$ cat config.mk
export PLATFORM = sky130hd
export DESIGN_NAME = cau_cell
export DESIGN_NICKNAME = d
export VERILOG_FILES = /design/src/hdl/cau_pkg.sv /design/src/hdl/cau_cell.sv
export SDC_FILE = /design/constraint.sdc
export NUM_CORES = 1
export LEC_CHECK = 0
export ABC_AREA = 1
export BUFFER_PORTS_ARGS = -buffer_cell sky130_fd_sc_hd__clkbuf_2
export CAP_MARGIN = 0
export CORE_AREA = 2 2 358 360
export CTS_CLUSTER_DIAMETER = 30
export DETAILED_ROUTE_END_ITERATION = 16
export DIE_AREA = 0 0 360 362
export GPL_ROUTABILITY_DRIVEN = 1
export PLACE_DENSITY = 0.51
export SYNTH_ARGS = -nofsm -noshare
export SYNTH_HDL_FRONTEND = slang
export SYNTH_SLANG_ARGS = --single-unit
export TNS_END_PERCENT = 30
$ cat constraint.sdc
create_clock -name clk -period 21.1 [get_ports clk]
set_input_delay 3.165 -clock clk [delete_from_list [all_inputs] [get_ports clk]]
set_output_delay 3.165 -clock clk [all_outputs]
set_load 0.005 [all_outputs]
$ cat src/hdl/cau_pkg.sv
package cau_pkg;

  localparam int W     = 32;
  localparam int F     = 16;
  localparam int PW    = 2 * W;
  localparam int SW    = PW + 1;
  localparam int MW    = PW - F;
  localparam int SQW   = W + 3;
  localparam int NCELL = W;

  localparam logic [2:0] OP_ADD  = 3'd0;
  localparam logic [2:0] OP_SUB  = 3'd1;
  localparam logic [2:0] OP_MUL  = 3'd2;
  localparam logic [2:0] OP_DIV  = 3'd3;
  localparam logic [2:0] OP_CONJ = 3'd4;
  localparam logic [2:0] OP_MAG  = 3'd5;

  localparam logic [1:0] ST_OK  = 2'd0;
  localparam logic [1:0] ST_SAT = 2'd1;
  localparam logic [1:0] ST_DZ  = 2'd2;

  // One part of a result on its way down the chain. Outside a divide, rem holds the magnitude.
  typedef struct packed {
    logic          neg;
    logic          big;
    logic [PW-1:0] rem;
    logic [W-1:0]  bits;
    logic [W-1:0]  quo;
  } lane_t;

  typedef struct packed {
    logic [PW-1:0]  n;
    logic [SQW-1:0] rem;
    logic [W-1:0]   root;
  } sqrt_t;

  typedef struct packed {
    logic [2:0]    kind;
    logic          dz;
    logic [PW-1:0] den;
    lane_t         re;
    lane_t         im;
    sqrt_t         sq;
  } cell_t;

endpackage

$ cat src/hdl/cau_cell.sv
module cau_cell (
  input  logic            clk,
  input  logic            rst_n,
  input  logic            up_valid,
  output logic            up_ready,
  input  cau_pkg::cell_t  up_data,
  output logic            dn_valid,
  input  logic            dn_ready,
  output cau_pkg::cell_t  dn_data
);

  localparam int W   = cau_pkg::W;
  localparam int PW  = cau_pkg::PW;
  localparam int SQW = cau_pkg::SQW;

  logic           valid_r;
  logic           adv;
  cau_pkg::cell_t data_r, data_nxt;

  logic [PW:0]    r_re, r_im, d_re, d_im, den_x;
  logic           ge_re, ge_im;
  logic [SQW-1:0] r_sq, t_sq, d_sq;
  logic           ge_sq;

  assign adv      = !valid_r || dn_ready;
  assign up_ready = adv;
  assign dn_valid = valid_r;
  assign dn_data  = data_r;

  always_comb begin
    den_x = {1'b0, up_data.den};
    r_re  = {up_data.re.rem, up_data.re.bits[W-1]};
    r_im  = {up_data.im.rem, up_data.im.bits[W-1]};
    ge_re = (r_re >= den_x);
    ge_im = (r_im >= den_x);
    d_re  = r_re - den_x;
    d_im  = r_im - den_x;

    r_sq  = {up_data.sq.rem[SQW-3:0], up_data.sq.n[PW-1:PW-2]};
    t_sq  = {1'b0, up_data.sq.root, 2'b01};
    ge_sq = (r_sq >= t_sq);
    d_sq  = r_sq - t_sq;

    data_nxt = up_data;
    if (up_data.kind == cau_pkg::OP_DIV) begin
      data_nxt.re.rem  = ge_re ? d_re[PW-1:0] : r_re[PW-1:0];
      data_nxt.re.bits = {up_data.re.bits[W-2:0], 1'b0};
      data_nxt.re.quo  = {up_data.re.quo[W-2:0], ge_re};
      data_nxt.im.rem  = ge_im ? d_im[PW-1:0] : r_im[PW-1:0];
      data_nxt.im.bits = {up_data.im.bits[W-2:0], 1'b0};
      data_nxt.im.quo  = {up_data.im.quo[W-2:0], ge_im};
    end
    if (up_data.kind == cau_pkg::OP_MAG) begin
      data_nxt.sq.rem  = ge_sq ? d_sq : r_sq;
      data_nxt.sq.root = {up_data.sq.root[W-2:0], ge_sq};
      data_nxt.sq.n    = {up_data.sq.n[PW-3:0], 2'b00};
    end
  end

  always_ff @(posedge clk) begin
    if (!rst_n) begin
      valid_r <= 1'b0;
    end else if (adv) begin
      valid_r <= up_valid;
    end
  end

  always_ff @(posedge clk) begin
    if (adv) begin
      data_r <= data_nxt;
    end
  end

endmodule

==> results of run 1 <==
==> logic make-up (layout without fill, tap and decap cells) <==
| logic type | count (synthesis) | count (layout) | share of synthesized area, % |
|---|---|---|---|
| fa+ha+maj | 164 | 164 | 6.08 |
| flops | 460 | 460 | 40.6 |
| compound gates | 406 | 406 | 6.22 |
| other cells | 0 | 19 | 0 |
| xor+xnor | 88 | 88 | 2.27 |
| simple gates | 2900 | 2900 | 35.0 |
| buf+inv | 857 | 1928 | 9.91 |
==> sequential cells by signal (all words and copies together) (netlist names) <==
signal / cells
dn_data: 459
dn_valid: 1
==> final timing paths <==
path | cells past startpoint | to | slack [ns]
min | 1 | dn_data[106]$_DFFE_PP_ | 0.89
max | 4 | up_ready | 14.08
max reg2reg | 4 | dn_data[180]$_DFFE_PP_ | 17.73
min reg2reg | 1 | dn_data[106]$_DFFE_PP_ | 0.89
==> layout make-up <==
type                    count  area [µm²]  share of cell area, %
clock inverters            93        1030                   2.29
repair buffers            938        4760                   10.6
clock buffers             160        3530                   7.87
multi-input cells        3558       16900                   37.6
well taps                1662        2080                   4.63
inverters                 737        2770                   6.18
flip-flops and latches    460       13800                   30.7
diodes                     19        47.5                  0.106
==> routing by layer <==
metal | global-route usage (%) | vias up
met5 | 0 | -
met1 | 29.9 | 16900
met4 | 11.3 | 12
met3 | 5.69 | 310
li1 | - | 17500
met2 | 46.1 | 1538
==> layout by cell type (no fill, tap or decap), drive strengths merged <==
| cell | count |
|---|---|
| o21a | 4 |
| dfxtp | 1 |
| o21bai | 16 |
| and3 | 1 |
| inv | 745 |
| o21ai | 185 |
| clkinv | 64 |
| nand2 | 2104 |
| nor2 | 306 |
| xor2 | 45 |
| bufinv | 9 |
| or2 | 2 |
| nand3 | 362 |
| and2 | 5 |
| a21boi | 1 |
| buf | 15 |
| nand3b | 50 |
| a21o | 7 |
| a31oi | 1 |
| edfxtp | 459 |
| a21oi | 191 |
| diode | 19 |
| xnor2 | 43 |
| o211ai | 1 |
| nor4 | 6 |
| clkbuf | 1083 |
| ha | 162 |
| clkinvlp | 12 |
| fa | 2 |
| nand4 | 32 |
| nor3 | 32 |
==> per-stage QoR <==
| step | setup WS (ns) | power [W] | area [µm²] |
|---|---|---|---|
| after global placement | 14.03 | 0.00192 | 40300 |
| after detailed placement | 14.05 | 0.00192 | 40300 |
| final | 14.08 | 0.00391 | 44900 |
| after floorplan | 5.06 | 0.00157 | 34000 |
| after global routing | 14.00 | 0.00408 | 44900 |
| after CTS | 14.05 | 0.00395 | 44900 |
==> power by group through the flow <==
stage               clock network, W  registers, W  logic, W
finish                       0.00200       0.00114  0.000774
global route                 0.00209       0.00114  0.000848
CTS                          0.00204       0.00114  0.000774
detailed placement                 0       0.00115  0.000770
global placement                   0       0.00115  0.000772
floorplan                          0       0.00117  0.000400
==> cell usage after synthesis (28+ instances only) <==
library cell	instances	area, µm²
nand2_1	2088	7840
inv_1	721	2710
edfxtp_1	459	13800
nand3_1	357	1790
nor2_1	286	1070
a21oi_1	189	946
o21ai_0	168	841
ha_1	162	2030
clkbuf_1	81	304
nand3b_1	50	375
xor2_1	45	394
xnor2_1	43	377
nand4_1	32	200
nor3_1	28	140
==> reports/metrics.cfg, run 1 <==
[flow_run]
drv_cap=0

[cts]
clk_path_buf_depth=3
ctsHtreeMaxLevel=4
cts_resized=0
cts_tree=done
cts_buffers=137
cts_root_buf=clkbuf_16
worstSkewPairLatency_ns=0.79
numClockSinks=460
clk_pin_slew_worst_paths_ns=0.04
cts_hold_buf=0
cts_setup_buffers=0

[global_routing]
grt_pass1_vias=35400
antenna_found_initial=44
grt_use_total_pct=26.0
grt_start_max_net_pins=190
overflow=0
grt_pass1_wl_mm=244

[setup_path]
max_stage_delay_ns=0.35
crit_top_cell=clkbuf_2
slowest_stage=nand2_4
end_kind=output port
crit_chain=clkbuf_2, inv_1, nand2_4, clkbuf_2
reg2reg_from=dn_valid$_SDFFE_PN0P_
startpoint=dn_ready
arrival_ns=3.85
cp_max_fo=30
critPathBufInv=3
worst-setup-path-type=in2out
cp-start-kind=primary input
critical_path.top_delay_family=simple AND/OR/NAND/NOR gates
cp.required_ns=17.94

[yosys]
ys_seq_elements=460
synth_cell_type_count=43
synth_nets=5502
ys_seq_area_share_pct=40.6
synth_enable_flop_cells=459
ys.flop_type=edfxtp_1
synth.yosys.warnings=0
async_reset_ff_share_pct=0
avgSynthCellArea_um2=6.98
syn_area_mm2=0.0340
synthCells=4875

[sta]
timing.slew.headroom_pct=21.6
drv_slew=0
fin_crit_ns=7.02
worstMarginPinSlew_ns=1.18
fin_crit_sh_pct=33.3
skew_ns=0.0642
rsz0062_at_grt=false
hold_ws_ns=0.888
setup_viol=0
finalHoldViolCount=0
timing.fmax_ghz=0.143
tns_ns=0

[drt]
post-route-drc-count=0
first_iter_violations=2801
routed.top_layer=met5
wl_met2_mm=86.3
wirelength_mm=175
dr_wl_met3_mm=12.4
drt-met1-wl_mm=68.4
post_drt_wl_per_cell_um=22.9
avgViaCountPerCell=4.75
dr.pass1.iters=7
drtAntennaViolNets=0
via_count=36200

[floorplanning]
coreArea_mm2=0.127
fp-row-count=131
start_util_pct=26.9
ioPinCount=924
die_h_um=362
dieArea_mm2=0.130
fp.dieW_um=360

[power]
internal_power_w=0.00268
p_switching_w=0.00124
swShare_pct=31.6
clock_power_share_pct=51.2
combPwrFrac_pct=19.8
powerDensity_mw_per_mm2=87.1
pwr-share-seq_pct=29.1
power.leakage_nw=23.7
ir_drop_mv=0.0773

[final_layout]
layout-drive-gt1-share_pct=20.4
nets=6459
area_growth_pct=32.0
final_cells=7627
finish.utilization_pct=35.4
fillCellCount=13800

[placement]
hpwl_mm=145
gp_congestion=0.976
place_inst=7355
numPortBuffers=923

[hold_path]
hold_start=dn_valid$_SDFFE_PN0P_
min_path_type=reg2reg

[run_status]
status=finished clean

Power figures use the tool's default switching activity.
==> inputs of run 2 (changes only) <==
Clock period 21.1 ns to 6.8 ns, I/O delays scaled along.
==> run 2 against run 1 <==
Clock skew decreased by 0.038 ns. Critical path depth increased by 12. Hold slack got worse by 0.43 ns. Clock-buffer cell count increased by 10. Via count about the same. Sequential share of layout area decreased by 0.17 points. Final cell count about the same. Flip-flop and latch count unchanged. First-iteration DRC count increased by 21%. Sequential power increased to 3.1 times the previous value. Register-to-register slack got worse by 13 ns. Largest cell class unchanged. Largest power group unchanged. Highest routed layer unchanged.
==> reports/metrics.cfg, run 2 (synthesized netlist as in run 1, its figures left out) <==
[floorplanning]
dieArea_mm2=0.130  ; unchanged
die_h_um=362  ; unchanged
ioPinCount=924  ; unchanged
fp-row-count=131  ; unchanged
fp.dieW_um=360  ; unchanged
coreArea_mm2=0.127  ; unchanged
start_util_pct=26.9  ; unchanged

[final_layout]
nets=6464  ; +0.077%
fillCellCount=13800  ; +0.25%
final_common_cell=nand2_1
layout-drive-gt1-share_pct=20.4  ; unchanged
largest_reg_flops=459  ; unchanged
area_growth_pct=32.7
final_cell_mix=nand2_1, clkbuf_2, inv_1

[setup_path]
r2r_cells=3  ; -1
cp_max_fo=64  ; +110%
arrival_ns=4.33  ; +0.48 ns
slowest_stage=buf_4
startpoint=up_data[443]
critPathBufInv=4  ; +1
crit_chain=clkbuf_2, inv_1, ha_1, nand2_1, nor2_1, inv_2, nor2_2, nand3_1, nor2_1, nand2_1, nand3_2, nor2_4, nand2_4, buf_4, nand4_1, nand3_1
worst-setup-path-type=in2reg
critical_path.top_delay_family=simple AND/OR/NAND/NOR gates
cp.required_ns=7.40  ; -10.54 ns
max_stage_delay_ns=0.64  ; +0.29 ns
cp.depth=16  ; +12
reg2reg_from=dn_valid$_SDFFE_PN0P_
cp-start-kind=primary input
end_kind=flip-flop

[placement]
numPortBuffers=923  ; unchanged
hpwl_mm=146  ; +0.64%
gp_congestion=0.963  ; -1.3%

[power]
power.leakage_nw=23.9  ; +0.67%
ir_drop_mv=0.249  ; +220%
powerDensity_mw_per_mm2=277  ; +220%

[drt]
first_iter_violations=3388  ; +21%
via_count=36200  ; +0.069%
avgViaCountPerCell=4.75  ; +0.13%
dr.pass1.iters=5  ; -2
drtAntennaViolNets=0  ; unchanged
post-route-drc-count=0  ; unchanged
wirelength_mm=176  ; +0.82%
post_drt_wl_per_cell_um=23.1  ; +0.89%

[cts]
cts_setup_buffers=0  ; unchanged
clk_pin_slew_worst_paths_ns=0.04  ; about the same
cts_hold_buf=0  ; unchanged
ctsHtreeMaxLevel=4  ; unchanged
cts_tree=done
cts_buffers=140  ; +2.2%
cts_root_buf=clkbuf_16
clk_path_buf_depth=3  ; unchanged
cts_resized=0  ; unchanged
numClockSinks=460  ; unchanged
worstSkewPairLatency_ns=0.74  ; -0.05 ns

[sta]
finalHoldViolCount=0  ; unchanged
drv_slew=0  ; unchanged
rsz0062_at_grt=false
setup_viol=0  ; unchanged
skew_ns=0.0259  ; -0.0383 ns
timing.slew.headroom_pct=30.0  ; +8.5 points
fin_crit_sh_pct=54.8
worstMarginPinSlew_ns=1.05  ; -0.127 ns
timing.fmax_ghz=0.268
hold_ws_ns=0.455  ; -0.433 ns
fin_crit_ns=3.73
tns_ns=0  ; unchanged

[global_routing]
overflow=0  ; unchanged
grt_pass1_wl_mm=246  ; +0.88%
grt_use_total_pct=26.2  ; +0.21 points
grt_start_max_net_pins=145  ; -24%
gr-usage-met3_pct=5.97  ; +0.29 points
grt_pass1_vias=35200  ; -0.61%
busiest_layer=met2
grtUsageMet1_pct=30.6  ; +0.70 points
grtUsageMet2_pct=46.0  ; -0.11 points
antenna_found_initial=36  ; -18%

[hold_path]
min_path_type=in2reg
hold_start=up_data[451]
whs_path_depth=1  ; unchanged

[flow_run]
drv_cap=0  ; unchanged

[run_status]
status=finished clean

run 2: area by class of cell:
class	instances	area [µm²]	share of cell area, %
clock inverter	81	1060	2.35
timing repair buffer	940	4800	10.6
antenna	14	35.0	0.0776
tap	1662	2080	4.61
sequential	460	13800	30.6
inverter	737	2770	6.14
multi-input combinational	3558	16900	37.4
clock buffer	170	3710	8.22
run 2: final timing paths:
path	to	slack (ns)
max	dn_data[247]$_DFFE_PP_	3.07
min reg2reg	dn_valid$_SDFFE_PN0P_	0.92
min	dn_data[451]$_DFFE_PP_	0.46
max reg2reg	dn_data[357]$_DFFE_PP_	4.39
run 2: stage by stage:
step	cell area [µm²]	power [W]	setup WS, ns	util (%)	std cells
2_1_floorplan	34000	0.00484	1.63	-	4875
3_3_place_gp	40300	0.00600	2.27	31.8	7357
3_5_place_dp	40300	0.00599	2.25	31.8	7357
4_1_cts	45100	0.0126	3.05	35.6	7608
5_1_grt	45100	0.0130	2.77	35.6	7619
6_report	45100	0.0125	3.07	35.6	7622
run 2: routing by layer:
| layer | vias to the layer above | share of wire [%] |
|---|---|---|
| met5 | - | 0.046 |
| met4 | 12 | 4.0 |
| met3 | 303 | 6.9 |
| met2 | 1470 | 49 |
| met1 | 17000 | 40 |
| li1 | 17500 | - |
run 2: report_power, final:
group	switching, W	total [W]	leakage (nW)	internal (W)
combinational	0.00165	0.00243	16.8	0.000778
clock	0.00199	0.00655	2.32	0.00457
sequential	0.0000989	0.00354	4.80	0.00344
total	0.00373	0.0125	23.9	0.00878
