$ cat src/hdl/cau_pkg.sv
package cau_pkg;

  localparam int W     = 32;
  localparam int F     = 16;
  localparam int PW    = 2 * W;
  localparam int SW    = PW + 1;
  localparam int MW    = PW - F;
  localparam int SQW   = W + 3;
  localparam int NCELL = W;

  localparam logic [2:0] OP_ADD  = 3'd0;
  localparam logic [2:0] OP_SUB  = 3'd1;
  localparam logic [2:0] OP_MUL  = 3'd2;
  localparam logic [2:0] OP_DIV  = 3'd3;
  localparam logic [2:0] OP_CONJ = 3'd4;
  localparam logic [2:0] OP_MAG  = 3'd5;

  localparam logic [1:0] ST_OK  = 2'd0;
  localparam logic [1:0] ST_SAT = 2'd1;
  localparam logic [1:0] ST_DZ  = 2'd2;

  // One part of a result on its way down the chain. Outside a divide, rem holds the magnitude.
  typedef struct packed {
    logic          neg;
    logic          big;
    logic [PW-1:0] rem;
    logic [W-1:0]  bits;
    logic [W-1:0]  quo;
  } lane_t;

  typedef struct packed {
    logic [PW-1:0]  n;
    logic [SQW-1:0] rem;
    logic [W-1:0]   root;
  } sqrt_t;

  typedef struct packed {
    logic [2:0]    kind;
    logic          dz;
    logic [PW-1:0] den;
    lane_t         re;
    lane_t         im;
    sqrt_t         sq;
  } cell_t;

endpackage

$ cat src/hdl/cau_if.sv


interface cau_out_if;
  logic                          valid;
  logic                          ready;
  logic signed [cau_pkg::W-1:0]  res_real;
  logic signed [cau_pkg::W-1:0]  res_imag;
  logic [1:0]                    status;

  modport source (output valid, res_real, res_imag, status, input ready);
  modport sink (input valid, res_real, res_imag, status, output ready);
endinterface

$ cat src/hdl/cau_back.sv
module cau_back (
  input  logic            clk,
  input  logic            rst_n,
  input  logic            up_valid,
  output logic            up_ready,
  input  cau_pkg::cell_t  up_data,
  cau_out_if.source       dn
);

  localparam int W   = cau_pkg::W;
  localparam int F   = cau_pkg::F;
  localparam int PW  = cau_pkg::PW;
  localparam int MW  = cau_pkg::MW;
  localparam int SQW = cau_pkg::SQW;

  localparam logic [MW-1:0] LIM_POS = (MW'(1) << (W - 1)) - MW'(1);
  localparam logic [MW-1:0] LIM_NEG = MW'(1) << (W - 1);

  logic v1_r, v2_r;
  logic adv1, adv2;

  logic          nre_r, nim_r, bre_r, bim_r, dz_r;
  logic [MW-1:0] mre_r, mim_r;
  logic          nre, nim, bre, bim, dz;
  logic [MW-1:0] mre, mim;
  logic [PW:0]   t_re, t_im;
  logic          rnd_re, rnd_im, rnd_sq;

  logic [MW-1:0] lim_re, lim_im;
  logic          sat_re, sat_im;
  logic [W-1:0]  v_re, v_im;

  logic [W-1:0]  res_re_r, res_im_r;
  logic [1:0]    status_r;

  assign adv2     = !v2_r || dn.ready;
  assign adv1     = !v1_r || adv2;
  assign up_ready = adv1;

  assign dn.valid    = v2_r;
  assign dn.res_real = res_re_r;
  assign dn.res_imag = res_im_r;
  assign dn.status   = status_r;

  always_comb begin
    t_re   = {1'b0, up_data.re.rem} + (PW+1)'(1 << (F - 1));
    t_im   = {1'b0, up_data.im.rem} + (PW+1)'(1 << (F - 1));
    rnd_re = ({up_data.re.rem, 1'b0} >= {1'b0, up_data.den});
    rnd_im = ({up_data.im.rem, 1'b0} >= {1'b0, up_data.den});
    rnd_sq = (up_data.sq.rem > SQW'(up_data.sq.root));

    nre = up_data.re.neg;
    nim = up_data.im.neg;
    bre = 1'b0;
    bim = 1'b0;
    dz  = 1'b0;
    mre = '0;
    mim = '0;
    case (up_data.kind) inside
      cau_pkg::OP_ADD, cau_pkg::OP_SUB, cau_pkg::OP_CONJ: begin
        mre = up_data.re.rem[MW-1:0];
        mim = up_data.im.rem[MW-1:0];
      end
      cau_pkg::OP_MUL: begin
        mre = t_re[PW-1:F];
        mim = t_im[PW-1:F];
      end
      cau_pkg::OP_DIV: begin
        if (up_data.dz) begin
          dz  = 1'b1;
          nre = 1'b0;
          nim = 1'b0;
        end else begin
          mre = MW'(up_data.re.quo) + MW'(rnd_re);
          mim = MW'(up_data.im.quo) + MW'(rnd_im);
          bre = up_data.re.big;
          bim = up_data.im.big;
        end
      end
      cau_pkg::OP_MAG: begin
        nre = 1'b0;
        nim = 1'b0;
        mre = MW'(up_data.sq.root) + MW'(rnd_sq);
      end
      default: begin
        nre = 1'b0;
        nim = 1'b0;
      end
    endcase
  end

  always_comb begin
    lim_re = nre_r ? LIM_NEG : LIM_POS;
    lim_im = nim_r ? LIM_NEG : LIM_POS;
    sat_re = bre_r || (mre_r > lim_re);
    sat_im = bim_r || (mim_r > lim_im);
    v_re   = sat_re ? lim_re[W-1:0] : mre_r[W-1:0];
    v_im   = sat_im ? lim_im[W-1:0] : mim_r[W-1:0];
  end

  always_ff @(posedge clk) begin
    if (!rst_n) begin
      v1_r <= 1'b0;
      v2_r <= 1'b0;
    end else begin
      if (adv1) v1_r <= up_valid;
      if (adv2) v2_r <= v1_r;
    end
  end

  always_ff @(posedge clk) begin
    if (adv1) begin
      nre_r <= nre;
      nim_r <= nim;
      bre_r <= bre;
      bim_r <= bim;
      dz_r  <= dz;
      mre_r <= mre;
      mim_r <= mim;
    end
    if (adv2) begin
      res_re_r <= nre_r ? W'(-v_re) : v_re;
      res_im_r <= nim_r ? W'(-v_im) : v_im;
      if (dz_r) begin
        status_r <= cau_pkg::ST_DZ;
      end else if (sat_re || sat_im) begin
        status_r <= cau_pkg::ST_SAT;
      end else begin
        status_r <= cau_pkg::ST_OK;
      end
    end
  end

endmodule

$ cat src/flat_wrapper.sv
// flat-port wrapper written by rule: the top's interface ports become plain ports
module cau_back_flat 
  (clk, rst_n, up_valid, up_ready, up_data, dn_valid, dn_res_real, dn_res_imag, dn_status, dn_ready);
  cau_out_if dn_i ();
  input  logic clk;
  input  logic rst_n;
  input  logic up_valid;
  output logic up_ready;
  input  cau_pkg::cell_t up_data;
  output wire logic [$bits(dn_i.valid)-1:0] dn_valid;
  output wire logic [$bits(dn_i.res_real)-1:0] dn_res_real;
  output wire logic [$bits(dn_i.res_imag)-1:0] dn_res_imag;
  output wire logic [$bits(dn_i.status)-1:0] dn_status;
  input wire logic [$bits(dn_i.ready)-1:0] dn_ready;
  assign dn_valid = dn_i.valid;
  assign dn_res_real = dn_i.res_real;
  assign dn_res_imag = dn_i.res_imag;
  assign dn_status = dn_i.status;
  assign dn_i.ready = dn_ready;
  cau_back u_core (.clk(clk), .rst_n(rst_n), .up_valid(up_valid), .up_ready(up_ready), .up_data(up_data), .dn(dn_i));
endmodule
$ cat config.mk
export PLATFORM = sky130hd
export DESIGN_NAME = cau_back_flat
export DESIGN_NICKNAME = d
export VERILOG_FILES = /design/src/hdl/cau_pkg.sv /design/src/hdl/cau_if.sv /design/src/hdl/cau_back.sv /design/src/flat_wrapper.sv
export SDC_FILE = /design/constraint.sdc
export NUM_CORES = 1
export LEC_CHECK = 0
export BUFFER_PORTS_ARGS = -buffer_cell sky130_fd_sc_hd__buf_2
export CAP_MARGIN = 10
export CORE_AREA = 2 2 206 208
export CTS_CLUSTER_SIZE = 12
export DETAILED_ROUTE_END_ITERATION = 8
export DIE_AREA = 0 0 208 210
export PLACE_DENSITY = 0.79
export SKIP_LAST_GASP = 1
export SLEW_MARGIN = 10
export SYNTH_ARGS = -nofsm -noshare
export SYNTH_HDL_FRONTEND = slang
export SYNTH_SLANG_ARGS = --single-unit
$ cat constraint.sdc
create_clock -name clk -period 6.3 [get_ports clk]
set_input_delay 0.63 -clock clk [delete_from_list [all_inputs] [get_ports clk]]
set_output_delay 0.63 -clock clk [all_outputs]
set_load 0.02 [all_outputs]
==> results of run 1 <==
## how the worst max path moves through the flow
stage	cells after the start	end	slack [ns]	startpoint
finish	17	u_core.dn.res_imag[22]	1.12	u_core.nim_r
global route	17	u_core.dn.res_imag[22]	0.61	u_core.nim_r
CTS	17	u_core.dn.res_imag[22]	1.20	u_core.nim_r
detailed placement	21	u_core.mre_r[30]	1.22	up_data[382]
global placement	21	u_core.mre_r[30]	1.25	up_data[382]
floorplan	20	u_core.dn.res_real[24]	1.15	u_core.nre_r
## cells in the final DEF, fill, tap and decap left out, types with 24 or more instances in the layout
master    synthesis  final
edfxtp_1        167    167
buf_2             1    402
nand4_1          82     82
inv_1           130    129
nor3_1           71     71
buf_4             0     24
nand3_1         100    100
o21ai_0         158    158
nor2_1          133    132
ha_1            232    232
a21o_1           62     62
a21oi_1         150    148
xor2_1           64     64
nand2_1         175    174
and3_1           33     33
a22oi_1          25     25
nor4_1           32     32
xnor2_1         121    121
## cell type report
cell class | count | area (µm²)
Timing Repair Buffer | 426 | 2190
Antenna cell | 17 | 42.5
Clock buffer | 18 | 429
Clock inverter | 14 | 146
Multi-Input combinational cell | 1699 | 11700
Tap cell | 539 | 674
Fill cell | 3967 | 20700
Sequential cell | 169 | 5050
Inverter | 131 | 492
## layer usage
| metal | wire length [µm] | global-route usage [%] | vias to the layer above |
|---|---|---|---|
| li1 | - | - | 8534 |
| met1 | 25700 | 36.6 | 8361 |
| met2 | 31300 | 49.9 | 908 |
| met3 | 6050 | 6.23 | 200 |
| met4 | 3400 | 15.4 | 12 |
| met5 | 81 | 0 | - |
## stage by stage
stage	cell area, µm²	utilization (%)	setup slack (ns)	total power, µW
final	20800	50.1	1.12	3480
after detailed placement	20100	48.6	1.22	2440
after global placement	20100	48.6	1.25	2410
after CTS	20700	50.0	1.20	3470
after global routing	20700	50.0	0.612	3650
after floorplan	17500	-	1.15	1990
## power groups by stage
stage                     clock [µW]  combinational, µW  sequential (µW)
after global routing            1090               1100             1460
after global placement             0                941             1460
after floorplan                    0                525             1470
final                           1030                999             1450
after CTS                       1040                981             1440
after detailed placement           0                975             1470
## logic make-up (layout without fill, tap and decap cells)
| family | Yosys count | in the layout | synth area share (%) |
|---|---|---|---|
| AND/OR/NAND/NOR | 729 | 729 | 21.1 |
| AO/OA/AOI/OAI | 540 | 540 | 19.1 |
| adder cells (fa/ha/maj) | 232 | 232 | 16.6 |
| buffers and inverters | 198 | 589 | 4.26 |
| XOR/XNOR | 185 | 185 | 9.26 |
| flip-flops | 169 | 169 | 28.9 |
| multiplexers | 13 | 13 | 0.744 |
| other | 0 | 17 | 0 |
## registers in the layout, indices dropped and copies added, names as in the netlist
signal              flops
u_core.dn.status        2
u_core.dn.valid         1
u_core.mim_r           48
u_core.bim_r            1
u_core.mre_r           48
u_core.dn.res_real     32
u_core.bre_r            1
u_core.nre_r            1
u_core.dn.res_imag     32
u_core.nim_r            1
u_core.v1_r             1
u_core.dz_r             1
==> run metrics, run 1 <==
status=completed; chip height=210 µm; TritonCTS Buffers=17; top post-synthesis cells by count=232 x ha_1, 175 x nand2_1, 167 x edfxtp_1, 158 x o21ai_0, 150 x a21oi_1; drt pass-1 iters=5; Via density=5.98; sequential element share of the synthesized area=28.9%; RePlAce Congestion=0.991; Worst path top cell family by delay=compound AO/OA/AOI/OAI gates; ANT nets after route=0; wire length of the first global-routing pass=100000 µm; Max stage delay on crit path=0.94 ns; clock buffer depth=2; clock share of power=29.7%; die area=43700 µm²; MaxCap Viol Count=0; placed cell count=2964; worst hold stages=2; GRT Overall Usage=29.9%; Post-Route Skew=0.0100 ns; DRC=0; Clock Sinks=169; WP data required=6.49 ns; Yosys cell types=70; IO Count=531; Yosys top cell by area=edfxtp_1; DR vias=18.0k; #FFs+latches synth=169; setup TNS=0 ns; clk_lat worst skew=0.45 ns; min-delay src=rst_n; CP Cell Sequence=inv_1 > buf_4 > ha_1 > nor2b_1 > o211ai_1 > a2111oi_0 > o41ai_1 > a31oi_2 > nand2_1 > a21boi_0 > inv_1 > ha_1 > nand4_1 > or2_0 > mux2i_1 > a31oi_1 > o311a_1; RSZ-0062 raised after global routing=false; Max Slew Vio Count=0; Final Hold Fails=0; Post-CTS Resized=0; Comb pwr share=28.7%; cells on worst reg2reg path=17; Post-synth ARST share=0%; R2R Setup Slk=1.12 ns; Crit-path slowest cell=edfxtp_1; CTS tree=done; leakage=0.00899 µW; Sw Share=33.3%; r2r endpoint=u_core.dn.res_imag[22]; standard-cell row count=75; Synth top area share=28.7%; Starting Density=42.2%; Int Power=2320 µW; Layout area overhead=18.7%; Post-synth EDFFs=167; hpwl dp=55200 µm; Final min period=5.18 ns; Worst Path Buf+Inv=3; power per cell area=168 nW/µm²; vias in the first global route=17.2k; Gate Count Post-Synth=2066; actual transition at the worst max-transition pin=1.03 ns; hold_ws=0.404 ns; CTS Hold Bufs=0; count leader, synth=ha_1; Psw=1160 µW; final WL=66500 µm; final period utilization=82.2%; Starting DRT DRC Count=1722; largest net degree at the start of global routing=80; Flop pwr share=41.6%; fmax=193 MHz; Setup CP Type=reg2reg; initial antenna violation count=15; Critical Path AT=5.37 ns; Peak VDD IR=0.217 mV; worst flop-to-flop path startpoint=u_core.nim_r; Synth Net Count=2761; startpoint types=register; Setup Fix Bufs, Post-CTS=0; gr ovfl total=0; drt wl/cell=22.1 µm; Area contributors post-synth=edfxtp_1 29%, ha_1 17%, xnor2_1 6.1%; die width=208 µm; CP endpoint kind=register; Core ar.=41500 µm²; H-Tree Depth=4; Synth Area per Inst=8.47 µm²; mapped cell area=17500 µm²; hold crit path type=in2reg; Final Setup Violations=0; total of warnings raised by yosys=0; CTS clk-pin slew, worst paths=0.07 ns; nets=3139; layout cells sized above 1=19.9%; Root Driver=clkbuf_16; Worst slew margin=30.8%; Port Buf Inserts=402; Min-Delay Endpoint=u_core.dn.valid; Primary FF master, synth=edfxtp_1; Crit Path Max Fanout=39; Post-Layout Cell Count=3013
Power figures use the tool's default switching activity.
==> inputs of run 2 (changes only) <==
--- a/config.mk
+++ b/config.mk
@@ -5,13 +5,14 @@
 export SDC_FILE = /design/constraint.sdc
 export NUM_CORES = 1
 export LEC_CHECK = 0
+export ABC_AREA = 1
 export BUFFER_PORTS_ARGS = -buffer_cell sky130_fd_sc_hd__buf_2
 export CAP_MARGIN = 10
-export CORE_AREA = 2 2 206 208
+export CORE_AREA = 2 2 204 206
 export CTS_CLUSTER_SIZE = 12
 export DETAILED_ROUTE_END_ITERATION = 8
-export DIE_AREA = 0 0 208 210
-export PLACE_DENSITY = 0.79
+export DIE_AREA = 0 0 206 208
+export PLACE_DENSITY = 0.86
 export SKIP_LAST_GASP = 1
 export SLEW_MARGIN = 10
 export SYNTH_ARGS = -nofsm -noshare
==> constraint.sdc (replaced) <==
create_clock -name clk -period 5 [get_ports clk]
set_input_delay 0.5 -clock clk [delete_from_list [all_inputs] [get_ports clk]]
set_output_delay 0.5 -clock clk [all_outputs]
set_load 0.02 [all_outputs]
==> run 2 against run 1 <==
  * Critical endpoint is now u_core.mim_r[32]
  * Hold slack lost 0.13 ns
  * Cell area grew 11%
  * Worst setup slack lost 0.34 ns
==> run metrics, run 2 <==
gr ovfl total=0 (unchanged); wire length of the first global-routing pass=111000 µm (+11%); R2R Setup Slk=0.94 ns (-0.18 ns); total of warnings raised by yosys=0 (unchanged); ANT nets after route=0 (unchanged); initial antenna violation count=25 (+10); Starting Density=48.6% (+6.5 points); MaxCap Viol Count=0 (unchanged); clock buffer depth=2 (unchanged); vias in the first global route=20.0k (+16%); chip height=208 µm (-0.95%); Post-Layout Cell Count=3828 (+27%); standard-cell row count=74 (-1.3%); CTS clk-pin slew, worst paths=0.07 ns (about the same); Final Hold Fails=0 (unchanged); CTS tree=done; Comb pwr share=31.5% (+2.8 points); layout cells sized above 1=17.1% (-2.9 points); die area=42800 µm² (-1.9%); RePlAce Congestion=1.03 (+4.3%); Flop pwr share=39.2% (-2.4 points); WP data required=5.27 ns (-1.22 ns); nets=3965 (+26%); status=completed; DR vias=21.9k (+21%); Largest regs=u_core.mim_r (48), u_core.mre_r (48); Post-CTS Resized=0 (unchanged); clock share of power=29.3% (-0.4 points); Yosys cell types=59 (-16%); GRT Overall Usage=34.0% (+4.1 points); Setup Fix Bufs, Post-CTS=0 (unchanged); fmax=237 MHz; CP endpoint kind=register; Yosys top cell by area=edfxtp_1; Final Setup Violations=0 (unchanged); Port Buf Inserts=402 (unchanged); Worst slew margin=46.3% (+16 points); actual transition at the worst max-transition pin=0.802 ns (-0.233 ns); Synth top area share=25.4% (-3.2 points); worst hold stages=3 (+1); H-Tree Depth=4 (unchanged); Post-synth ARST share=0% (unchanged); #FFs+latches synth=169 (unchanged); mapped cell area=19700 µm² (+13%); Post-synth EDFFs=167 (unchanged); most common cell after layout, fill and taps aside=nand2_1; die width=206 µm (-0.96%); Root Driver=clkbuf_16; hold crit path type=in2reg; setup TNS=0 ns (unchanged); Setup CP Type=in2reg; Final min period=4.22 ns; top post-synthesis cells by count=651 x nand2_1, 425 x inv_1, 261 x nor2_1, 233 x nand3_1, 232 x ha_1; Max Slew Vio Count=0 (unchanged); Gate Count Post-Synth=2877 (+39%); drt wl/cell=19.4 µm (-12%); Synth Net Count=3572 (+29%); sequential element share of the synthesized area=25.6% (-3.3 points); Core ar.=40600 µm² (-2.2%); Area contributors post-synth=edfxtp_1 25%, ha_1 15%, nand2_1 12%; Primary FF master, synth=edfxtp_1; final period utilization=84.5%; Via density=5.71 (-4.4%); PnR worst setup slack=0.777 ns (-0.344 ns); IO Count=531 (unchanged); CTS Hold Bufs=0 (unchanged); Psw=1620 µW (+39%); final core occ=56.7% (+6.7 points); final WL=74200 µm (+11%); drt pass-1 iters=6 (+1); Starting DRT DRC Count=2084 (+21%); Layout area overhead=16.7%; placed cell count=3783 (+28%); largest net degree at the start of global routing=65 (-19%); Sw Share=35.3% (+2.0 points); DRC=0 (unchanged); hpwl dp=63000 µm (+14%); Synth Area per Inst=6.86 µm² (-19%); clk_lat worst skew=0.46 ns (about the same); count leader, synth=nand2_1; Crit Path Max Fanout=6 (-85%); power per cell area=199 nW/µm² (+18%); Peak VDD IR=0.166 mV (-24%); TritonCTS Buffers=17 (unchanged); Post-Route Skew=0.0143 ns (+0.00427 ns); commonest cells after routing, fill and taps aside=650 x nand2_1, 424 x inv_1, 402 x buf_2, 258 x nor2_1; leakage=0.0111 µW (+24%); startpoint types=input port; RSZ-0062 raised after global routing=false; worst slack, placed=0.395 ns (-0.826 ns); cells on worst reg2reg path=22 (+5); Clock Sinks=169 (unchanged); Int Power=2950 µW (+27%); Critical Path AT=4.50 ns (-0.87 ns)
-- run 2: cell types whose count changed after synthesis, moves of 29 or more --
cell      previous run  this run
a21o_1              62         9
nand2_1            175       651
xnor2_1            121         8
clkbuf_1            64        33
nor2_1             133       261
and3_1              33         4
nand3_1            100       233
inv_1              130       425
-- run 2: path summary, 6_finish.rpt --
check                     from                endpoint
hold reg to reg    u_core.v1_r         u_core.dn.valid
hold / removal        up_valid             u_core.v1_r
setup / recovery  up_data[454]        u_core.mim_r[32]
setup reg to reg  u_core.nre_r  u_core.dn.res_real[24]
-- run 2: layout make-up --
class	instances	area (µm²)
Sequential cell	169	5050
Clock inverter	14	148
Fill cell	3980	17500
Timing Repair Buffer	435	2280
Tap cell	532	666
Antenna cell	13	32.5
Clock buffer	18	429
Multi-Input combinational cell	2210	12800
Inverter	437	1640
-- run 2: through the flow --
step / power, µW / area (µm²) / hold slack (ns)
2_1_floorplan: 2660 / 19700 / 0.427
3_3_place_gp: 3200 / 22400 / 0.470
3_5_place_dp: 3230 / 22400 / 0.480
4_1_cts: 4560 / 23000 / 0.267
5_1_grt: 4810 / 23000 / 0.262
6_report: 4570 / 23000 / 0.271
-- run 2: critical path, stage by stage --
cell	delay [ns]
buf_2	0.08
inv_1	0.07
ha_1	0.28
inv_1	0.04
nor3_1	0.31
nand4_1	0.16
nor4_1	0.30
nand3_1	0.24
o311ai_0	0.38
buf_4	0.18
ha_1	0.18
nand2_1	0.10
nor2_1	0.22
inv_2	0.07
nor2_4	0.17
inv_2	0.08
nor2_4	0.13
nand2_2	0.08
nor2_2	0.16
nand3_1	0.12
inv_2	0.09
nand4_1	0.11
nand3b_1	0.20
a31oi_1	0.23
-- run 2: cell families after synthesis --
| group | after synthesis | synth area share (%) |
|---|---|---|
| XOR/XNOR | 49 | 2.18 |
| adder cells (fa/ha/maj) | 232 | 14.7 |
| flip-flops | 169 | 25.6 |
| AND/OR/NAND/NOR | 1453 | 33.7 |
| AO/OA/AOI/OAI | 476 | 13.9 |
| buffers and inverters | 498 | 9.90 |
-- run 2: power by group through the flow --
| stage | sequential, µW | combinational, µW | clock (µW) |
|---|---|---|---|
| 6_report | 1790 | 1440 | 1340 |
| 2_1_floorplan | 1880 | 780 | 0 |
| 3_3_place_gp | 1810 | 1390 | 0 |
| 3_5_place_dp | 1820 | 1410 | 0 |
| 4_1_cts | 1790 | 1420 | 1350 |
| 5_1_grt | 1800 | 1610 | 1400 |
-- run 2: layer usage --
layer | vias to the layer above | track usage [%] | share of wire, %
li1 | 10691 | - | -
met1 | 9820 | 44.1 | 41
met2 | 1129 | 54.1 | 44
met3 | 208 | 8.11 | 10
met4 | 26 | 13.9 | 4.3
met5 | - | 0 | 0.23
